`src/rtl/core/prod_pkg.sv`:
```
`timescale 1ns / 1ps
`default_nettype none

package prod_pkg;

  // Default sizes of the two run tables
  localparam int unsigned PROD_TABLE_ENTRIES = 64;
  localparam int unsigned PROD_COUNT_BITS    = 24;

  localparam int unsigned WAVE_W = 64;
  localparam int unsigned POS_W  = 32;
  localparam int unsigned THR_W  = 24;
  localparam int unsigned IDX_W  = 2;

  // Wide enough to compare any run count against any threshold
  localparam int unsigned CMP_W  = 33;

  localparam logic [THR_W-1:0] THR_RESET = THR_W'(1000000);

  typedef enum logic [IDX_W-1:0] {
    REG_SELF_WAVE   = 2'd0,
    REG_FWD_THRESH  = 2'd1,
    REG_REV_THRESH  = 2'd2,
    REG_UNUSED      = 2'd3
  } prod_reg_e;

  // Item travelling down the chain of cells, one cell per cycle
  typedef struct packed {
    logic              vld;
    logic [WAVE_W-1:0] wave;
    logic [POS_W-1:0]  pos;
    logic              f_done;
    logic              f_taken;
    logic              f_hit;
    logic              r_done;
    logic              r_taken;
    logic              r_hit;
  } prod_tok_t;

endpackage

`default_nettype wire

```
`src/rtl/core/prod_exit.sv`:
```
`timescale 1ns / 1ps
`default_nettype none

module prod_exit import prod_pkg::*; (
  input  wire logic              clk_i,
  input  wire logic              rst_ni,
  input  wire logic [WAVE_W-1:0] self_wave_i,
  input  wire prod_tok_t         tok_i,
  output logic                   out_valid_o,
  output logic                   alarm_o,
  output logic                   forward_taken_o,
  output logic                   reverse_taken_o,
  output logic                   dropped_full_o
);

  logic alarm_q, alarm_d;
  logic valid_q;
  logic f_taken_q, r_taken_q, full_q;
  logic f_full, r_full;

  // Reaching the end undecided means no free entry was found
  assign f_full = !tok_i.f_done && (tok_i.pos == '0);
  assign r_full = !tok_i.r_done;

  always_comb begin
    alarm_d = alarm_q;
    if (tok_i.vld) begin
      if (tok_i.f_hit || (tok_i.r_hit && (tok_i.wave > self_wave_i))) begin
        alarm_d = 1'b1;
      end
    end
  end

  always_ff @(posedge clk_i or negedge rst_ni) begin
    if (!rst_ni) begin
      alarm_q <= 1'b0;
      valid_q <= 1'b0;
    end else begin
      alarm_q <= alarm_d;
      valid_q <= tok_i.vld;
    end
  end

  always_ff @(posedge clk_i) begin
    f_taken_q <= tok_i.f_taken;
    r_taken_q <= tok_i.r_taken;
    full_q    <= f_full | r_full;
  end

  assign out_valid_o     = valid_q;
  assign alarm_o         = alarm_q;
  assign forward_taken_o = f_taken_q;
  assign reverse_taken_o = r_taken_q;
  assign dropped_full_o  = full_q;

endmodule

`default_nettype wire

```
`config.mk`:
```
export PLATFORM = sky130hd
export DESIGN_NAME = prod_exit
export DESIGN_NICKNAME = d
export VERILOG_FILES = /design/src/rtl/core/prod_pkg.sv /design/src/rtl/core/prod_exit.sv
export SDC_FILE = /design/constraint.sdc
export NUM_CORES = 1
export LEC_CHECK = 0
export ABC_AREA = 1
export BUFFER_PORTS_ARGS = -buffer_cell sky130_fd_sc_hd__buf_2
export CORE_ASPECT_RATIO = 0.6
export CORE_MARGIN = 2
export CORE_UTILIZATION = 35
export DETAILED_ROUTE_END_ITERATION = 7
export PLACE_DENSITY_LB_ADDON = 0.2
export SYNTH_ARGS = -nofsm -noshare
export SYNTH_HDL_FRONTEND = slang
export SYNTH_SLANG_ARGS = --single-unit
```
`constraint.sdc`:
```
create_clock -name clk_i -period 0.8 [get_ports clk_i]
set_clock_uncertainty 0.1 [all_clocks]
set_input_delay 0.04 -clock clk_i [delete_from_list [all_inputs] [get_ports clk_i]]
set_output_delay 0.04 -clock clk_i [all_outputs]
set_load 0.02 [all_outputs]
```
==> key figures <==
Finish
  • Antenna diodes: 0
  • Synthesis-to-layout area growth: 79.8%
  • Share of layout cells above drive strength 1: 50.9%
  • Fin util: 66.7%
  • Non-filler instance count after layout: 553
  • Most common cell after layout, fill and taps aside: buf_2
  • Seq. cell area: 114 um2
  • Area occupied by multi-input gates: 1850 um2
  • Fillers: 472
  • Most frequent cells in the layout: 157 x buf_2, 72 x inv_1, 58 x nand2_1
  • Final #Nets: 721

Min path
  • Worst hold path type: input pin to flop

Power
  • Total Power: 0.00228 W
  • Clk pwr share: 20.9%
  • NetSw: 0.000852 W
  • P_int: 0.00143 W
  • P_leak: 2.07 nW
  • Sw Share: 37.3%
  • Max rail drop VDD: 353 uV
  • Pwr dens: 660 nW/um2
  • Combinational power share: 67.3%
  • Sequential share of power: 11.8%

Floorplanning
  • Die Area: 6120 um2
  • Initial cell density of the core: 37.1%
  • Core Footprint: 5180 um2
  • I/O pin cnt: 174
  • Die Width: 99.7 um
  • Die Y: 61.4 um
  • Placement Rows: 20

Yosys
  • Mux contribution to synthesized area: 0%
  • YS warnings: 0
  • Post-synth EDFFs: 0
  • Asr flop ratio synth: 40.0%
  • Post-Synth Simple-Gate Area: 24.6%
  • Post-Synth XOR/XNOR Area: 0%
  • Post-synthesis register bit count: 5
  • Mapped Nets: 534
  • Top_reg_cell synth: dfxtp_1
  • Synth unique cells: 22
  • Mapped Area: 1920 um2
  • Post-Synth Adder-Cell Area: 41.6%
  • Synth Area in Compound Gates: 11.8%
  • Cells after synthesis: 301
  • Post-synthesis sequential area ratio: 5.73%
  • Syn_area_per_cell: 6.39 um2
  • Main combinational cell family by area after synthesis: adder cells

Timing
  • Post-route setup slack: -0.535 ns
  • Final hold violation count: 2
  • Fin. max-slew vios: 0
  • RSZ-0062 raised after global routing: true
  • Worst slew pin tran: 0.286 ns
  • FMAX: 0.749 GHz
  • Hold WS: -0.110 ns
  • Fin crit share: 167%
  • Endpoints failing setup: 5
  • Tmin final: 1.33 ns
  • Setup_tns: -0.712 ns
  • Slew headroom: 80.8%

Run
  • Total of max-cap violations: 0

Routing
  • WL met1: 2.53 mm
  • Routed wire length: 6.22 mm
  • Top sig layer: met4
  • Vias/cell: 4.50
  • WL/cell: 11.2 um
  • Via count: 2,489
  • Final ANT Viol Nets: 0
  • Pre-antenna DRT Iters: 4
  • Post-route DRC: 0
  • Initial drt markers: 44
  • WL met2: 3.19 mm
  • Met3 routed WL: 387 um

Placement
  • Inst Count DP: 543
  • DP HPWL: 4.82 mm
  • I/O Buffers: 173
  • Gpl congestion: 0.806
  • Worst slack, placed: -0.852 ns

Run status
  • Outcome: finished, violations left
  • Failing checks: hold timing, setup timing

Global routing
  • Total gr overflow: 0
  • First-pass GRT wire length: 8.59 mm
  • GRT Resource Usage Total: 17.1%
  • Vias in the first global route: 2,203
  • Initial antenna violation count: 0
  • Pin count of the biggest net entering global routing: 5

Clock network
  • Clock buffer depth: 2
  • CTS H-tree lvls: 1
  • Reg clk slew, reported paths: 0.04 ns
  • CTS tree: built
  • Clk sinks: 5
  • Clock Latency Late Sink: 0.23 ns
  • Cts hold-fix bufs: 5
  • CTS buffer count: 3
  • CTS root buf: clkbuf_8

Worst setup path
  • R2R Setup Slk: -0.04 ns
  • R2R Path Start: alarm_o
  • CP arrival: 1.35 ns
  • Reg-to-Reg End: alarm_o
  • Crit Path Category: input pin to flop
  • Beginning of the critical path: self_wave_i[10]
  • Max FO, Critical Path: 2
  • Critical Path RT: 0.82 ns
  • Startpoint types: input pin
  • Worst R2R Path Depth: 3
  • CP Capture Point: alarm_o
  • Worst setup EP type: flop
-- worst max-delay path, cell delays in order --
cell	delay [ns]
buf_2	0.08
inv_1	0.06
ha_4	0.27
nand4_1	0.13
nor3_2	0.24
nand4_1	0.13
o21a_1	0.20
nand2_1	0.06
nand2_1	0.05
nand2_1	0.05
nand2_1	0.04
-- synthesized netlist by cell type, types with 2 or more instances --
cell type / instances / area share, %
ha_1: 64 / 42
o21ai_1: 4 / 1.0
a21oi_1: 29 / 7.5
nor4_1: 8 / 2.6
inv_2: 4 / 0.78
dfrtp_1: 2 / 2.6
nand2_1: 67 / 13
dfxtp_1: 3 / 3.1
nand3_1: 3 / 0.78
o21ai_0: 2 / 0.52
o21a_1: 4 / 1.6
nand4_1: 7 / 2.3
inv_1: 79 / 15
nor2_2: 3 / 0.98
nor2_1: 15 / 2.9
-- through the flow --
stage,hold WS (ns),instance area [um2]
floorplan,-0.356,1920
global placement,-0.270,2890
detailed placement,-0.271,2890
CTS,-0.116,3140
global route,-0.102,3460
finish,-0.110,3460
-- metal layers --
| layer | global-route usage, % | up-vias |
|---|---|---|
| li1 | - | 1341 |
| met1 | 20.6 | 1045 |
| met2 | 32.2 | 91 |
| met3 | 3.29 | 12 |
| met4 | 4.11 | 0 |
| met5 | 0 | - |
-- power groups by stage --
stage	Sequential (W)	Combinational [W]	Clock (W)
4_1_cts	0.000269	0.00131	0.000489
3_5_place_dp	0.000269	0.00120	0
5_1_grt	0.000271	0.00175	0.000511
6_report	0.000270	0.00153	0.000477
3_3_place_gp	0.000268	0.00118	0
2_1_floorplan	0.000283	0.000624	0
-- registers in the layout, summed over array words and instances (netlist names) --
| name | count |
|---|---|
| out_valid_o | 1 |
| dropped_full_o | 1 |
| alarm_o | 1 |
| reverse_taken_o | 1 |
| forward_taken_o | 1 |
-- cell type report --
class / instances / share of cell area, %
Clock inverter: 1 / 0.145
Inverter: 83 / 9.08
Multi-Input combinational cell: 213 / 53.6
Timing Repair Buffer: 182 / 30.3
Sequential cell: 5 / 3.29
Tap cell: 66 / 2.39
Clock buffer: 3 / 1.19
-- kinds of logic (layout without fill, tap and decap cells) --
group	Yosys count	after routing
adder cells (fa/ha/maj)	64	64
AO/OA/AOI/OAI	42	42
buffers and inverters	83	269
AND/OR/NAND/NOR	107	107
flip-flops	5	5
-- repair_timing --
item,in CTS,in global routing
hold endpoints to repair,7,1
buffers inserted,0,1
resized for setup,34,52
pin swaps,21,33
endpoints found under the setup margin,6,7
-- worst min path at each step --
stage | from | to | slack (ns) | cells past startpoint
after CTS | tok_i[5] | dropped_full_o | -0.12 | 2
after global placement | rst_ni | out_valid_o | -0.27 | 1
after floorplan | rst_ni | alarm_o | -0.36 | 0
after global routing | tok_i[5] | dropped_full_o | -0.10 | 2
after detailed placement | rst_ni | out_valid_o | -0.27 | 1
final | tok_i[5] | dropped_full_o | -0.11 | 2
(Power assumes the default switching activity.)
