<file path="src/rtl/core/prod_pkg.sv">
`timescale 1ns / 1ps
`default_nettype none

package prod_pkg;

  // Default sizes of the two run tables
  localparam int unsigned PROD_TABLE_ENTRIES = 64;
  localparam int unsigned PROD_COUNT_BITS    = 24;

  localparam int unsigned WAVE_W = 64;
  localparam int unsigned POS_W  = 32;
  localparam int unsigned THR_W  = 24;
  localparam int unsigned IDX_W  = 2;

  // Wide enough to compare any run count against any threshold
  localparam int unsigned CMP_W  = 33;

  localparam logic [THR_W-1:0] THR_RESET = THR_W'(1000000);

  typedef enum logic [IDX_W-1:0] {
    REG_SELF_WAVE   = 2'd0,
    REG_FWD_THRESH  = 2'd1,
    REG_REV_THRESH  = 2'd2,
    REG_UNUSED      = 2'd3
  } prod_reg_e;

  // Item travelling down the chain of cells, one cell per cycle
  typedef struct packed {
    logic              vld;
    logic [WAVE_W-1:0] wave;
    logic [POS_W-1:0]  pos;
    logic              f_done;
    logic              f_taken;
    logic              f_hit;
    logic              r_done;
    logic              r_taken;
    logic              r_hit;
  } prod_tok_t;

endpackage

`default_nettype wire

</file>
<file path="src/rtl/core/prod_cell.sv">
`timescale 1ns / 1ps
`default_nettype none

module prod_cell import prod_pkg::*; #(
  parameter int unsigned CountBits = PROD_COUNT_BITS
) (
  input  wire logic             clk_i,
  input  wire logic             rst_ni,
  input  wire logic [THR_W-1:0] fwd_thr_i,
  input  wire logic [THR_W-1:0] rev_thr_i,
  input  wire prod_tok_t        tok_i,
  output prod_tok_t             tok_o
);

  // One forward entry and one reverse entry
  logic                 f_vld_q;
  logic [WAVE_W-1:0]    f_key_q;
  logic [POS_W-1:0]     f_last_q;
  logic [CountBits-1:0] f_cnt_q, f_cnt_d, f_inc;
  logic                 f_load, f_alloc;
  logic [POS_W-1:0]     f_next;

  logic                 r_vld_q;
  logic [WAVE_W-1:0]    r_key_q;
  logic [POS_W-1:0]     r_last_q;
  logic [CountBits-1:0] r_cnt_q, r_cnt_d, r_inc;
  logic                 r_load, r_alloc;
  logic [POS_W-1:0]     r_prev;

  prod_tok_t            tok_d, tok_q;

  assign f_next = f_last_q + POS_W'(1);
  assign r_prev = r_last_q - POS_W'(1);
  assign f_inc  = (f_cnt_q == '1) ? f_cnt_q : f_cnt_q + CountBits'(1);
  assign r_inc  = (r_cnt_q == '1) ? r_cnt_q : r_cnt_q + CountBits'(1);

  always_comb begin
    tok_d   = tok_i;
    f_load  = 1'b0;
    f_alloc = 1'b0;
    f_cnt_d = f_inc;
    r_load  = 1'b0;
    r_alloc = 1'b0;
    r_cnt_d = r_inc;

    // Forward: extend a known run by one, or open a new one at position zero
    if (tok_i.vld && !tok_i.f_done) begin
      if (f_vld_q) begin
        if (f_key_q == tok_i.wave) begin
          tok_d.f_done = 1'b1;
          if (tok_i.pos == f_next) begin
            f_load = 1'b1;
          end
        end
      end else begin
        tok_d.f_done = 1'b1;
        if (tok_i.pos == '0) begin
          f_alloc = 1'b1;
          f_cnt_d = CountBits'(1);
        end
      end
    end

    // Reverse: extend a known run downwards, or open a new one anywhere
    if (tok_i.vld && !tok_i.r_done) begin
      if (r_vld_q) begin
        if (r_key_q == tok_i.wave) begin
          tok_d.r_done = 1'b1;
          if (tok_i.pos == r_prev) begin
            r_load = 1'b1;
          end
        end
      end else begin
        tok_d.r_done = 1'b1;
        r_alloc      = 1'b1;
        r_cnt_d      = CountBits'(1);
      end
    end

    if (f_load || f_alloc) begin
      tok_d.f_taken = 1'b1;
      tok_d.f_hit   = CMP_W'(f_cnt_d) >= CMP_W'(fwd_thr_i);
    end
    if (r_load || r_alloc) begin
      tok_d.r_taken = 1'b1;
      tok_d.r_hit   = CMP_W'(r_cnt_d) >= CMP_W'(rev_thr_i);
    end
  end

  always_ff @(posedge clk_i or negedge rst_ni) begin
    if (!rst_ni) begin
      f_vld_q <= 1'b0;
      r_vld_q <= 1'b0;
      tok_q   <= '0;
    end else begin
      f_vld_q <= f_vld_q | f_alloc;
      r_vld_q <= r_vld_q | r_alloc;
      tok_q   <= tok_d;
    end
  end

  always_ff @(posedge clk_i) begin
    if (f_alloc) begin
      f_key_q <= tok_i.wave;
    end
    if (f_alloc || f_load) begin
      f_last_q <= tok_i.pos;
      f_cnt_q  <= f_cnt_d;
    end
    if (r_alloc) begin
      r_key_q <= tok_i.wave;
    end
    if (r_alloc || r_load) begin
      r_last_q <= tok_i.pos;
      r_cnt_q  <= r_cnt_d;
    end
  end

  assign tok_o = tok_q;

endmodule

`default_nettype wire

</file>
<file path="config.mk">
export PLATFORM = sky130hd
export DESIGN_NAME = prod_cell
export DESIGN_NICKNAME = d
export VERILOG_FILES = /design/src/rtl/core/prod_pkg.sv /design/src/rtl/core/prod_cell.sv
export SDC_FILE = /design/constraint.sdc
export NUM_CORES = 1
export LEC_CHECK = 0
export ABC_AREA = 1
export BUFFER_PORTS_ARGS = -buffer_cell sky130_fd_sc_hd__buf_2
export CORE_UTILIZATION = 58
export CTS_CLUSTER_DIAMETER = 200
export DETAILED_ROUTE_END_ITERATION = 6
export PLACE_DENSITY_LB_ADDON = 0.2
export SYNTH_ARGS = -nofsm -noshare
export SYNTH_HDL_FRONTEND = slang
export SYNTH_SLANG_ARGS = --single-unit
</file>
<file path="constraint.sdc">
create_clock -name clk_i -period 5.3 [get_ports clk_i]
set_input_delay 1.06 -clock clk_i [delete_from_list [all_inputs] [get_ports clk_i]]
set_output_delay 1.06 -clock clk_i [all_outputs]
set_load 0.1 [all_outputs]
</file>
==> run_results.csv <==
group,metric,value,unit
setup_path,worstSetupStartpointType,"primary input",
die,initial_core_util,0.591,
route,routedWlPerCell,16.1,microns
cells_and_area,nets,2536,
global_route,grt_pass1_vias,13900,
setup_path,critPathKind,"primary input to register",
setup_path,worstPathRequired,5710,ps
setup_path,endpoint_kind,"register",
clock_network,worstSkewPairLatency,530,ps
route,ant_nets,0,
cells_and_area,area_growth,16.7,%
cells_and_area,final_common_cell,"nand2_1",
yosys,ys_warn_count,0,
die,die-area,32000,sq um
yosys,syn-mean-instance-area,8.92,sq um
timing,setup-tns-final,0,ps
timing,rsz0062_at_grt,"no",
run_status,status,"complete, no violations",
cells_and_area,fillers,2430,
place,place_area,20000,sq um
cells_and_area,finalInstanceArea,21200,sq um
clock_network,postCtsHoldBufs,0,
yosys,ys_seq_area_frac,0.542,
cells_and_area,final_layout_size_suffix_gt1_frac,0.158,
die,rows,64,
global_route,grt_max_degree,74,
timing,fmax,0.265,GHz
min_path,hold_end,"r_vld_q$_DFF_PN0_",
setup_path,critPathArrivalTime,4190,ps
route,detail_route.first_pass.iterations,6,
yosys,ys_async_sr_fraction,0.304,
die,die_width,179,microns
clock_network,post_cts_buffers,0,
place,place.gp.congestion,0.927,
route,routed_wl,44.3,mm
place,dp_slack,1100,ps
yosys,synth_cells,2034,
setup_path,crit_fanout,12,
global_route,grt_pass1_wl,70.0,mm
setup_path,r2r_end,"tok_o[3]$_DFF_PN0_",
setup_path,r2r_setup_slack,1690,ps
route,drt_iter0_markers,1136,
global_route,globalRouteTotalUtil,0.281,
pwr,p_per_area,290,nW/um^2
timing,clock_skew,18.1,ps
min_path,min_from,"r_vld_q$_DFF_PN0_",
clock_network,numCtsBuffers,38,
setup_path,r2r_cells,21,
clock_network,clock_sinks,345,
min_path,hold_class,"register to register",
timing,tightest_slew,1000,ps
min_path,holdPathStages,2,
yosys,synthFlopType,"edfxtp_1",
cells_and_area,multi_input_area,7040,sq um
timing,setup_viol,0,
place,dp_hpwl,32.8,mm
route,drc,0,
setup_path,r2r-start,"f_cnt_q[0]$_DFFE_PP_",
clock_network,cts.path.max_buffers,3,
timing,drv_slew,0,
clock_network,clk_pin_slew,60,ps
timing,setup_slack,1530,ps
global_route,antenna_found_initial,2,
timing,period_share,0.712,
clock_network,htree_levels,2,
timing,hold_violations,0,
timing,fin_crit,3770,ps
clock_network,ctsResizeCount,0,
die,die_h,179,microns
global_route,overflow,0,
route,avgViaCountPerCell,5.23,
clock_network,clock-root-buffer,"clkbuf_16",
route,via_count,14400,
yosys,synth_area,18100,sq um
run,drv_cap,0,
pwr,ir_drop,242,uV
clock_network,tritoncts,"yes",
pwr,leakage,9.88,nW
die,num_io_pins,256,
yosys,synth_cell_type_count,50,
yosys,synth-seq-cells,345,
timing,relSlewSlack,0.334,
yosys,synth_nets,2239,
cells_and_area,layout.area.seq,9830,sq um
yosys,synth-edff-count,240,
place,port_buffers,255,
die,core_area,30700,sq um
cells_and_area,layout_common_cells,"nand2_1, inv_1, nor2_1, buf_2, edfxtp_1",
[final cells by class]
| cell class | instances | share of cell area |
|---|---|---|
| repair buffers | 262 | 0.0629 |
| diodes | 2 | 0.000237 |
| clock inverters | 13 | 0.00532 |
| multi-input cells | 1349 | 0.332 |
| clock buffers | 56 | 0.0514 |
| flip-flops and latches | 345 | 0.465 |
| inverters | 335 | 0.0595 |
| well taps | 396 | 0.0234 |
[stage by stage]
step	utilization	instances	hold slack [ps]	power (mW)
after floorplan	-	2034	457	3.44
after global placement	0.651	2687	524	3.66
after detailed placement	0.651	2687	537	3.67
after CTS	0.690	2756	554	6.18
after global routing	0.690	2757	585	6.34
final	0.690	2758	551	6.14
[flip-flops by register name, summed over array words and instances (netlist names)]
register,cells
f_last_q,32
r_key_q,64
f_key_q,64
f_cnt_q,24
r_cnt_q,24
tok_o,103
r_vld_q,1
f_vld_q,1
r_last_q,32
[how the worst max path moves through the flow]
stage / to / startpoint / depth (start not counted)
floorplan: tok_o[0]$_DFF_PN0_ / tok_i[2] / 14
global placement: tok_o[3]$_DFF_PN0_ / tok_i[20] / 17
detailed placement: tok_o[3]$_DFF_PN0_ / tok_i[102] / 18
CTS: tok_o[3]$_DFF_PN0_ / tok_i[102] / 19
global route: tok_o[3]$_DFF_PN0_ / tok_i[102] / 19
finish: tok_o[3]$_DFF_PN0_ / tok_i[102] / 19
[worst max-delay path: stages]
cell	delay (ps)
buf_2	140
inv_1	70
nor2_1	140
inv_1	80
nor4_1	390
nand4_1	710
inv_2	260
a21oi_1	60
o21ai_1	80
inv_1	70
ha_1	310
a21oi_1	180
o221ai_1	170
nand3_1	120
nand3_1	70
nor2_1	100
nand2_1	60
nand2_1	60
inv_1	40
[layer usage]
| layer | GRT usage | routed length, microns | vias up |
|---|---|---|---|
| met2 | 0.458 | 20500 | 510 |
| met3 | 0.0435 | 2980 | 92 |
| met4 | 0.0904 | 1330 | 0 |
| met5 | 0 | 0 | - |
| met1 | 0.385 | 19500 | 6673 |
| li1 | - | - | 7157 |
[power by group]
group          internal [mW]  leakage [nW]  switching (mW)
Clock                   1.44         0.579            1.08
Sequential              2.92          3.30         0.00924
Combinational          0.150          6.00           0.532
[cell families (layout without fill, tap and decap cells)]
family	after synthesis	count (layout)	share of synthesized area
AOI/OAI and AO/OA	114	114	0.0366
xor gates and xnor gates	138	138	0.0675
adders and majority gates	52	52	0.0359
buffers and inverters	340	666	0.0707
DFF	345	345	0.542
other	0	2	0
and+or+nand+nor	1045	1045	0.247
[synth_stat cells, types with 3 or more instances]
cell / instances / area (sq um)
inv_1: 333 / 1250
nand3b_1: 11 / 82.6
nand2_2: 11 / 68.8
a211oi_1: 3 / 22.5
a31oi_1: 3 / 18.8
nor2_4: 4 / 45.0
o221ai_1: 3 / 26.3
edfxtp_1: 240 / 7210
nor3_2: 5 / 50.1
nand3_1: 91 / 455
xnor2_1: 52 / 455
nor2_2: 12 / 75.1
or2_2: 8 / 50.1
xor2_1: 85 / 744
o21a_1: 3 / 22.5
nand4_1: 43 / 269
nand2_1: 540 / 2030
nor3_1: 33 / 165
clkbuf_1: 3 / 11.3
nor4_1: 15 / 93.8
a21oi_1: 45 / 225
nor2_1: 260 / 976
ha_1: 52 / 651
o21bai_1: 11 / 82.6
o21ai_0: 32 / 160
dfrtp_1: 105 / 2630
(Power assumes the default switching activity.)
